===== src/hw/rtl/caac_pkg.sv =====
package caac_pkg;

  localparam int unsigned GenW   = 24;
  localparam int unsigned AliasW = 12;

  localparam logic [GenW-1:0] GenAddLo = 24'h7A4BA9;
  localparam logic [GenW-1:0] GenAddHi = 24'h1B0CA3;

  localparam logic [15:0] ConfirmWaitReset = 16'd500;

  // request types
  localparam logic [1:0] REQ_POLL   = 2'd0;
  localparam logic [1:0] REQ_RX     = 2'd1;
  localparam logic [1:0] REQ_START  = 2'd2;

  // received frame kinds
  localparam logic [1:0] RK_CHECK   = 2'd0;
  localparam logic [1:0] RK_VERIFY  = 2'd2;

  // transmitted frame kinds
  localparam logic [1:0] FK_CHECK    = 2'd0;
  localparam logic [1:0] FK_RESERVE  = 2'd1;
  localparam logic [1:0] FK_INIT     = 2'd2;
  localparam logic [1:0] FK_VERIFIED = 2'd3;

  // configuration register indexes
  localparam logic CFG_NODE_ID      = 1'b0;
  localparam logic CFG_CONFIRM_WAIT = 1'b1;

  typedef enum logic [3:0] {
    PH_CHECK0      = 4'd0,
    PH_CHECK1      = 4'd1,
    PH_CHECK2      = 4'd2,
    PH_CHECK3      = 4'd3,
    PH_CHECK4      = 4'd4,
    PH_CHECK5      = 4'd5,
    PH_WAIT_BEGIN  = 4'd6,
    PH_WAITING     = 4'd7,
    PH_SEND_INIT   = 4'd8,
    PH_INITIALIZED = 4'd9,
    PH_NOT_STARTED = 4'd10
  } phase_t;

  typedef struct packed {
    logic [1:0]  req_type;
    logic [31:0] now_ms;
    logic        tx_ready;
    logic [1:0]  rx_kind;
    logic [11:0] rx_source_alias;
    logic [47:0] rx_node_id;
  } caac_req_t;

  typedef struct packed {
    logic        frame_valid;
    logic [1:0]  frame_kind;
    logic [11:0] frame_alias;
    logic [2:0]  check_index;
    logic [7:0]  check_id_byte;
    logic        link_ready;
  } caac_rsp_t;

  function automatic logic [AliasW-1:0] alias_of(input logic [GenW-1:0] hi,
                                                 input logic [GenW-1:0] lo);
    alias_of = hi[11:0] ^ lo[11:0] ^ hi[23:12] ^ lo[23:12];
  endfunction

endpackage


===== src/hw/rtl/can_alias_allocation_controller_unit.sv =====
// CAN link alias allocation controller.
// Requests arrive on in_valid/in_ready with a caac_req_t payload: a poll
// step, a received frame or a start. Every accepted request yields exactly
// one response on out_valid/out_ready (caac_rsp_t), which tells whether a
// frame is to be sent, its kind, the current alias and the link status.
// The response is registered at the edge that accepts the request.
// Throughput is one request per cycle while the receiver does not stall; all decode,
// the 48-bit generator step and the wait compare sit between the request
// handshake and the response register.
// When the receiver stalls, the response is held and a new request is
// taken only in a cycle where the held response leaves, so in_ready
// follows out_ready while a response is pending.
// Configuration (cfg_we, cfg_index, cfg_data) writes node_id (index 0)
// and confirm_wait_ms (index 1); write only while no request is pending.
// Reset (rst, synchronous) clears the generator, sets the claim to not
// started, node_id to 0 and confirm_wait_ms to 500, and empties the
// response register.
module can_alias_allocation_controller_unit (
  input  logic                clk,
  input  logic                rst,
  input  logic                in_valid,
  output logic                in_ready,
  input  caac_pkg::caac_req_t in_data,
  output logic                out_valid,
  input  logic                out_ready,
  output caac_pkg::caac_rsp_t out_data,
  input  logic                cfg_we,
  input  logic                cfg_index,
  input  logic [47:0]         cfg_data
);
  import caac_pkg::*;

  logic [47:0]     node_id;
  logic [15:0]     confirm_wait_ms;
  logic [GenW-1:0] gen_high, gen_high_next;
  logic [GenW-1:0] gen_low, gen_low_next;
  phase_t          phase, phase_next;
  logic [31:0]     wait_start, wait_start_next;
  caac_rsp_t       rsp_next;

  logic            in_fire;
  logic            do_step;
  logic [GenW-1:0] seed_high, seed_low;
  logic [GenW+1:0] sum_lo;
  logic [GenW-1:0] sum_hi;
  logic [11:0]     alias_cur;
  logic            alias_hit;
  logic            verify_hit;
  logic            wait_done;
  logic [31:0]     elapsed;

  assign in_ready = !out_valid || out_ready;
  assign in_fire  = in_valid && in_ready;

  assign alias_cur  = alias_of(gen_high, gen_low);
  assign alias_hit  = (in_data.rx_source_alias == alias_cur);
  assign verify_hit = (in_data.rx_kind == RK_VERIFY) && (in_data.rx_node_id == node_id);
  assign elapsed    = in_data.now_ms - wait_start;
  assign wait_done  = elapsed > {16'd0, confirm_wait_ms};

  // generator step on the seed, or on the current value
  always_comb begin
    if (in_data.req_type == REQ_START) begin
      seed_high = node_id[47:24];
      seed_low  = node_id[23:0];
    end else begin
      seed_high = gen_high;
      seed_low  = gen_low;
    end
    sum_lo = {2'b00, seed_low} + {2'b00, seed_low[14:0], 9'd0} + {2'b00, GenAddLo};
    sum_hi = seed_high + {seed_high[14:0], seed_low[23:15]} + GenAddHi
             + {22'd0, sum_lo[GenW+1:GenW]};
  end

  // next state
  always_comb begin
    phase_next      = phase;
    wait_start_next = wait_start;
    do_step         = 1'b0;
    case (in_data.req_type)
      REQ_START: begin
        do_step    = 1'b1;
        phase_next = PH_CHECK0;
      end
      REQ_POLL: begin
        case (phase)
          PH_CHECK0, PH_CHECK1, PH_CHECK2, PH_CHECK3, PH_CHECK4, PH_CHECK5: begin
            if (in_data.tx_ready) phase_next = phase_t'(phase + 4'd1);
          end
          PH_WAIT_BEGIN: begin
            wait_start_next = in_data.now_ms;
            phase_next      = PH_WAITING;
          end
          PH_WAITING: begin
            if (wait_done && in_data.tx_ready) phase_next = PH_SEND_INIT;
          end
          PH_SEND_INIT: begin
            if (in_data.tx_ready) phase_next = PH_INITIALIZED;
          end
          default: begin
            phase_next = phase;
          end
        endcase
      end
      REQ_RX: begin
        if (phase != PH_NOT_STARTED && alias_hit && in_data.rx_kind != RK_CHECK) begin
          do_step    = 1'b1;
          phase_next = PH_CHECK0;
        end
      end
      default: begin
        phase_next = phase;
      end
    endcase
    if (do_step) begin
      gen_high_next = sum_hi;
      gen_low_next  = sum_lo[GenW-1:0];
    end else begin
      gen_high_next = gen_high;
      gen_low_next  = gen_low;
    end
  end

  // response
  always_comb begin
    rsp_next             = '0;
    rsp_next.frame_alias = alias_of(gen_high_next, gen_low_next);
    rsp_next.link_ready  = (phase_next == PH_INITIALIZED);
    case (in_data.req_type)
      REQ_POLL: begin
        case (phase)
          PH_CHECK0, PH_CHECK1, PH_CHECK2, PH_CHECK3, PH_CHECK4, PH_CHECK5: begin
            if (in_data.tx_ready) begin
              rsp_next.frame_valid = 1'b1;
              rsp_next.frame_kind  = FK_CHECK;
              rsp_next.check_index = phase[2:0];
              case (phase)
                PH_CHECK0: rsp_next.check_id_byte = node_id[47:40];
                PH_CHECK1: rsp_next.check_id_byte = node_id[39:32];
                PH_CHECK2: rsp_next.check_id_byte = node_id[31:24];
                PH_CHECK3: rsp_next.check_id_byte = node_id[23:16];
                PH_CHECK4: rsp_next.check_id_byte = node_id[15:8];
                default:   rsp_next.check_id_byte = node_id[7:0];
              endcase
            end
          end
          PH_WAITING: begin
            if (wait_done && in_data.tx_ready) begin
              rsp_next.frame_valid = 1'b1;
              rsp_next.frame_kind  = FK_RESERVE;
            end
          end
          PH_SEND_INIT: begin
            if (in_data.tx_ready) begin
              rsp_next.frame_valid = 1'b1;
              rsp_next.frame_kind  = FK_INIT;
            end
          end
          default: begin
            rsp_next.frame_valid = 1'b0;
          end
        endcase
      end
      REQ_RX: begin
        if (phase != PH_NOT_STARTED) begin
          if (verify_hit) begin
            rsp_next.frame_valid = 1'b1;
            rsp_next.frame_kind  = FK_VERIFIED;
          end else if (alias_hit && in_data.rx_kind == RK_CHECK) begin
            rsp_next.frame_valid = 1'b1;
            rsp_next.frame_kind  = FK_RESERVE;
          end
        end
      end
      default: begin
        rsp_next.frame_valid = 1'b0;
      end
    endcase
  end

  always_ff @(posedge clk) begin
    if (rst) begin
      node_id         <= '0;
      confirm_wait_ms <= ConfirmWaitReset;
      gen_high        <= '0;
      gen_low         <= '0;
      phase           <= PH_NOT_STARTED;
      wait_start      <= '0;
      out_valid       <= 1'b0;
    end else begin
      if (cfg_we) begin
        case (cfg_index)
          CFG_NODE_ID:      node_id <= cfg_data;
          CFG_CONFIRM_WAIT: confirm_wait_ms <= cfg_data[15:0];
          default:          node_id <= node_id;
        endcase
      end
      if (in_fire) begin
        gen_high   <= gen_high_next;
        gen_low    <= gen_low_next;
        phase      <= phase_next;
        wait_start <= wait_start_next;
        out_valid  <= 1'b1;
      end else if (out_ready) begin
        out_valid <= 1'b0;
      end
    end
  end

  always_ff @(posedge clk) begin
    if (in_fire) out_data <= rsp_next;
  end

`ifndef SYNTHESIS
  a_start_goes_to_check0: assert property (@(posedge clk) disable iff (rst)
    in_fire && in_data.req_type == REQ_START |=> phase == PH_CHECK0)
    else $error("start did not restart the claim");

  a_wait_begin_records: assert property (@(posedge clk) disable iff (rst)
    in_fire && in_data.req_type == REQ_POLL && phase == PH_WAIT_BEGIN
    |=> phase == PH_WAITING && wait_start == $past(in_data.now_ms))
    else $error("wait start not recorded");

  a_idle_fields_zero: assert property (@(posedge clk) disable iff (rst)
    out_valid && !out_data.frame_valid
    |-> out_data.frame_kind == FK_CHECK && out_data.check_index == 3'd0
        && out_data.check_id_byte == 8'd0)
    else $error("fields set without a frame");

  a_check_index_range: assert property (@(posedge clk) disable iff (rst)
    out_valid |-> out_data.check_index <= 3'd5)
    else $error("check index out of range");

  a_no_check_when_ready: assert property (@(posedge clk) disable iff (rst)
    out_valid && out_data.link_ready && out_data.frame_valid
    |-> out_data.frame_kind != FK_CHECK)
    else $error("check frame after link ready");

  a_alias_matches_gen: assert property (@(posedge clk) disable iff (rst)
    in_fire |=> out_data.frame_alias == alias_of(gen_high, gen_low))
    else $error("response alias differs from generator");
`endif

endmodule


===== config.mk =====
export PLATFORM = sky130hd
export DESIGN_NAME = can_alias_allocation_controller_unit
export DESIGN_NICKNAME = d
export VERILOG_FILES = /design/src/hw/rtl/caac_pkg.sv /design/src/hw/rtl/can_alias_allocation_controller_unit.sv
export SDC_FILE = /design/constraint.sdc
export NUM_CORES = 1
export LEC_CHECK = 0
export ABC_AREA = 1
export BUFFER_PORTS_ARGS = -buffer_cell sky130_fd_sc_hd__buf_2
export CORE_MARGIN = 5
export CORE_UTILIZATION = 40
export CTS_BUF_LIST = sky130_fd_sc_hd__clkbuf_4 sky130_fd_sc_hd__clkbuf_8
export CTS_CLUSTER_DIAMETER = 30
export CTS_CLUSTER_SIZE = 12
export DETAILED_ROUTE_END_ITERATION = 7
export HOLD_SLACK_MARGIN = 0.05
export PLACE_DENSITY = 0.61
export SLEW_MARGIN = 30
export SYNTH_ARGS = -nofsm -noshare
export SYNTH_HDL_FRONTEND = slang
export SYNTH_SLANG_ARGS = --single-unit

===== constraint.sdc =====
create_clock -name clk -period 7.7 [get_ports clk]
set_clock_uncertainty 0.1 [all_clocks]
set_input_delay 1.155 -clock clk [delete_from_list [all_inputs] [get_ports clk]]
set_output_delay 1.155 -clock clk [all_outputs]
set_load 0.05 [all_outputs]

Yosys cells after proc, flatten, opt, wreduce, memory -nomap -nowiden
Cells that the tools add are included.
Word-level totals
  register bits: 176
  input bits: 151
  output and inout bits: 29
  logic and storage cells: 86
Operators by class
  add/sub/neg operators: 7
  magnitude comparators: 1
  equality and inequality tests: 15
  muxes and demuxes: 25
  bitwise logic cells: 7
  reductions and logical operators: 18
Operators with widths (number)
  24-bit 2-to-1 mux: 4
  12-bit XOR: 6
  48-bit == test: 1
  8-bit case mux with 5 select lines: 1
  32-bit by 16-bit > comparator with 1-bit output: 1
  32-bit subtractor: 1
  25-bit by 23-bit adder with 26-bit output, second input constant: 1
  24-bit by 24-bit adder with 25-bit output: 1
  24-bit by 2-bit adder with 24-bit output: 1
  24-bit by 21-bit adder with 24-bit output, second input constant: 1
  24-bit adder: 1
  3-bit 2-to-1 mux: 6
  4-bit by 3-bit == test with 1-bit output, second input constant: 4
  4-bit 2-to-1 mux: 4
  4-bit case mux with 4 select lines: 1
  12-bit == test: 1
  4-bit case mux with 3 select lines: 1
  4-bit by 2-bit == test with 1-bit output, second input constant: 2
  4-bit == test, second input constant: 2
  1-bit logical AND: 6
  2-bit case mux with 3 select lines: 1
  3-bit AND reduction: 2
  6-bit OR reduction: 1
  4-bit by 1-bit adder with 4-bit output, second input constant: 1
  15 further kinds: 22

Longest topological paths before layout
  depth in word-level cells: 12
  depth in mapped cells: 40
  mapped depth without buffers: 37

Least setup slack after synthesis
No wires, ideal clock.
  kind: input -> register
  from: input port in_data[95] (netlist name)
  to: register out_data[19] (netlist name) (data pin)
  setup time: 252 ps
  arrival: 6553 ps
  data required time: 7348 ps
  path slack: 795 ps
  stages on the path: 37
  buffers on the path: 3
  cell sequence: inv_1 > ha_1 > buf_4 > clkbuf_1 > buf_1 > nand2_1 > o21ai_0 > inv_1 > ha_1 > inv_1 > ha_1 > nand2_1 > nor2_1 > inv_1 > nor3b_1 > a21oi_1 > o21ai_0 > nand2_1 > nand2_1 > a21oi_1 > inv_1 > nand3_1 > a21boi_0 > fa_1 > ha_1 > fa_1 > nand3_1 > nand2_1 > a31oi_1 > o21bai_1 > a21oi_1 > or2_2 > nand3_1 > nand2_1 > xnor2_1 > nand2_1 > nand2_1
RTL lines
  from (decl): RTL line can_alias_allocation_controller_unit.sv:23  | input caac_pkg::caac_req_t in_data,
  to (signal assigned): RTL line can_alias_allocation_controller_unit.sv:211  | if (in_fire) out_data <= rsp_next;
  to (decl): RTL line can_alias_allocation_controller_unit.sv:26  | output caac_pkg::caac_rsp_t out_data,

==> results_dict.tcl <==
set metrics [dict create \
    outcome "completed" \
    layout_common_cells "nand2_1 (699), inv_1 (431), o21ai_0 (204)" \
    worst_path_dominant_cell_family "adder cells" \
    place_hpwl_microns 44100 \
    yosysSeqAreaShare 0.237 \
    hold_ws_ns 0.361 \
    async_reset_ff_frac 0 \
    wl_met1_microns 22900 \
    cts_htree_levels 4 \
    numClockSinks 176 \
    cp_slowest_cell "ha_2" \
    dieArea_sq_mm 0.0441 \
    multi_input_area_sq_mm 0.0102 \
    fin_nets 3006 \
    start_util 0.404 \
    io_pins 180 \
    drive_gt1_frac 0.105 \
    slew_headroom 0.379 \
    grt_use_total 0.240 \
    hold_viol 0 \
    grt_max_degree 97 \
    vias_per_cell 5.14 \
    timing.fmax_ghz 0.142 \
    finalSetupTns_ns 0 \
    core_area_sq_mm 0.0396 \
    finalSetupViolCount 0 \
    postSynthAreaPerCell_sq_um 6.29 \
    p_leak_uw 0.00950 \
    drt_wl_total_microns 54400 \
    wl_met2_microns 26000 \
    slowest_delay_ns 0.52 \
    crit_fanout 24 \
    peakVddDrop_v 0.000125 \
    cts_setup_buffers 0 \
    cp.required_ns 7.91 \
    crit_arrival_ns 7.27 \
    grt_overflow 0 \
    gp_congestion 0.964 \
    syn_area_sq_mm 0.0160 \
    cts_buffer_depth 2 \
    synth_cells 2545 \
    portBuffers 179 \
    yosys_warnings 0 \
    period_minus_slack_ns 7.06 \
    drtIter0Drc 1246 \
    cp_num_buf_inv 7 \
    chipWidth_microns 210 \
    rsz0062_at_grt "no" \
    area_growth_pct 11.3 \
    power_density_mw_per_mm2 174 \
    path_class "in -> reg" \
    highest_layer "met5" \
    synth_edf_count 27 \
    dr_wl_met3_microns 3030 \
    post_cts_resized 0 \
    crit_path_frequent_cell "nand2_1" \
    nFillCells 4308 \
    ys_types 52 \
    cp-start-kind "primary input" \
    wl_per_cell_microns 16.8 \
    ctsRootBufferMaster "clkbuf_8" \
    dr_total_vias 16600 \
    max-cap-violations 0 \
    drc_errors 0 \
    finalCritPeriodShare 0.916 \
    hold_path_class "reg -> reg" \
    die_h_microns 210 \
    rows 73 \
    ant_nets 0 \
    layout.cells.most_common "nand2_1" \
    yosys_most_used_dff "dfxtp_1" \
    tritoncts "done" \
    antenna_found_initial 1 \
    seq_area_sq_mm 0.00379 \
    grt_first_pass_wirelength_microns 84200 \
    cts_buffers 17 \
    ctsHoldBuffers 0 \
    syn-num-nets 2860 \
    end_kind "register" \
    clk_pin_slew_ns 0.10 \
    tightest_slew_ns 0.932 \
    first_pass_iters 5 \
    synth-seq-cells 176 \
    clk_latency_ns 0.55 \
    slew_violations 0 \
    grt_pass1_vias 15900 \
]
kinds of logic after synthesis:
group | count (synthesis) | synth area share
mux | 1 | 0.000626
buf+inv | 519 | 0.125
simple gates | 1087 | 0.281
compound gates | 490 | 0.167
fa+ha+maj | 164 | 0.130
flops | 176 | 0.237
xor+xnor | 108 | 0.0591
metal layers:
layer | GRT usage | vias to the layer above
met1 | 0.297 | 7572
li1 | - | 8426
met2 | 0.416 | 486
met4 | 0.109 | 2
met3 | 0.0348 | 128
met5 | 0 | -
worst min-delay path, stage by stage, from the launching register on:
cell	delay, ns
dfxtp_1	0.30
inv_1	0.06
a21oi_1	0.06
synthesized netlist by cell type (6+ instances only):
library cell  instances  share of area
nand2_1             700           0.16
nor2_1              184          0.043
o211ai_1             12         0.0056
dfxtp_1             149           0.19
inv_1               434           0.10
a221oi_1              8         0.0044
xnor2_1              37          0.020
clkbuf_1             55          0.013
or2_2                19         0.0074
o21ai_2              15         0.0082
a21oi_1             183          0.057
o21ai_1              22         0.0069
xor2_1               71          0.039
inv_2                13         0.0031
o21bai_1              7         0.0033
ha_1                161           0.13
buf_6                 6         0.0042
nand4_1              27          0.011
edfxtp_1             27          0.051
nor3_1               17         0.0053
nand3b_1             17         0.0080
o21ai_0             204          0.064
nand3_1              99          0.031
a31oi_1              12         0.0047
worst paths after layout:
| check | startpoint | to | slack (ns) | cells past startpoint |
|---|---|---|---|---|
| worst max register to register | node_id[5]$_SDFFE_PP0P_ | out_data[23]$_DFFE_PP_ | 1.63 | 32 |
| worst max-delay path | in_data[95] | out_data[23]$_DFFE_PP_ | 0.64 | 35 |
| worst min-delay path | wait_start[18]$_SDFFE_PP0P_ | wait_start[18]$_SDFFE_PP0P_ | 0.36 | 2 |
| worst min register to register | wait_start[18]$_SDFFE_PP0P_ | wait_start[18]$_SDFFE_PP0P_ | 0.36 | 2 |
per-stage QoR:
step / util / setup WS [ns] / instance area (sq um) / std cells / power (uW)
floorplan: - / 0.795 / 16000 / 2545 / 1990
global route: 0.449 / 0.148 / 17800 / 3229 / 3310
finish: 0.449 / 0.643 / 17800 / 3230 / 3090
CTS: 0.449 / 0.735 / 17800 / 3229 / 3110
global placement: 0.438 / 0.391 / 17400 / 3196 / 2360
detailed placement: 0.439 / 0.165 / 17400 / 3197 / 2380
sequential cells by signal, summed over array words and instances, names as in the netlist:
register,count
node_id,48
gen_low,24
wait_start,32
gen_high,24
out_valid,1
phase,4
confirm_wait_ms,16
out_data,27
layout make-up:
type / instances / area share
Timing Repair Buffer: 196 / 0.0586
Tap cell: 525 / 0.0369
Clock buffer: 20 / 0.0151
Antenna cell: 1 / 0.000140
Multi-Input combinational cell: 1850 / 0.573
Inverter: 450 / 0.0948
Clock inverter: 12 / 0.00801
Sequential cell: 176 / 0.213
power by group:
part | internal (uW) | switching, uW | leakage, uW
sequential | 1000 | 61.0 | 0.00149
combinational | 447 | 859 | 0.00779
clock | 316 | 406 | 0.000212
total | 1770 | 1330 | 0.00950
Power figures use the tool's default switching activity.
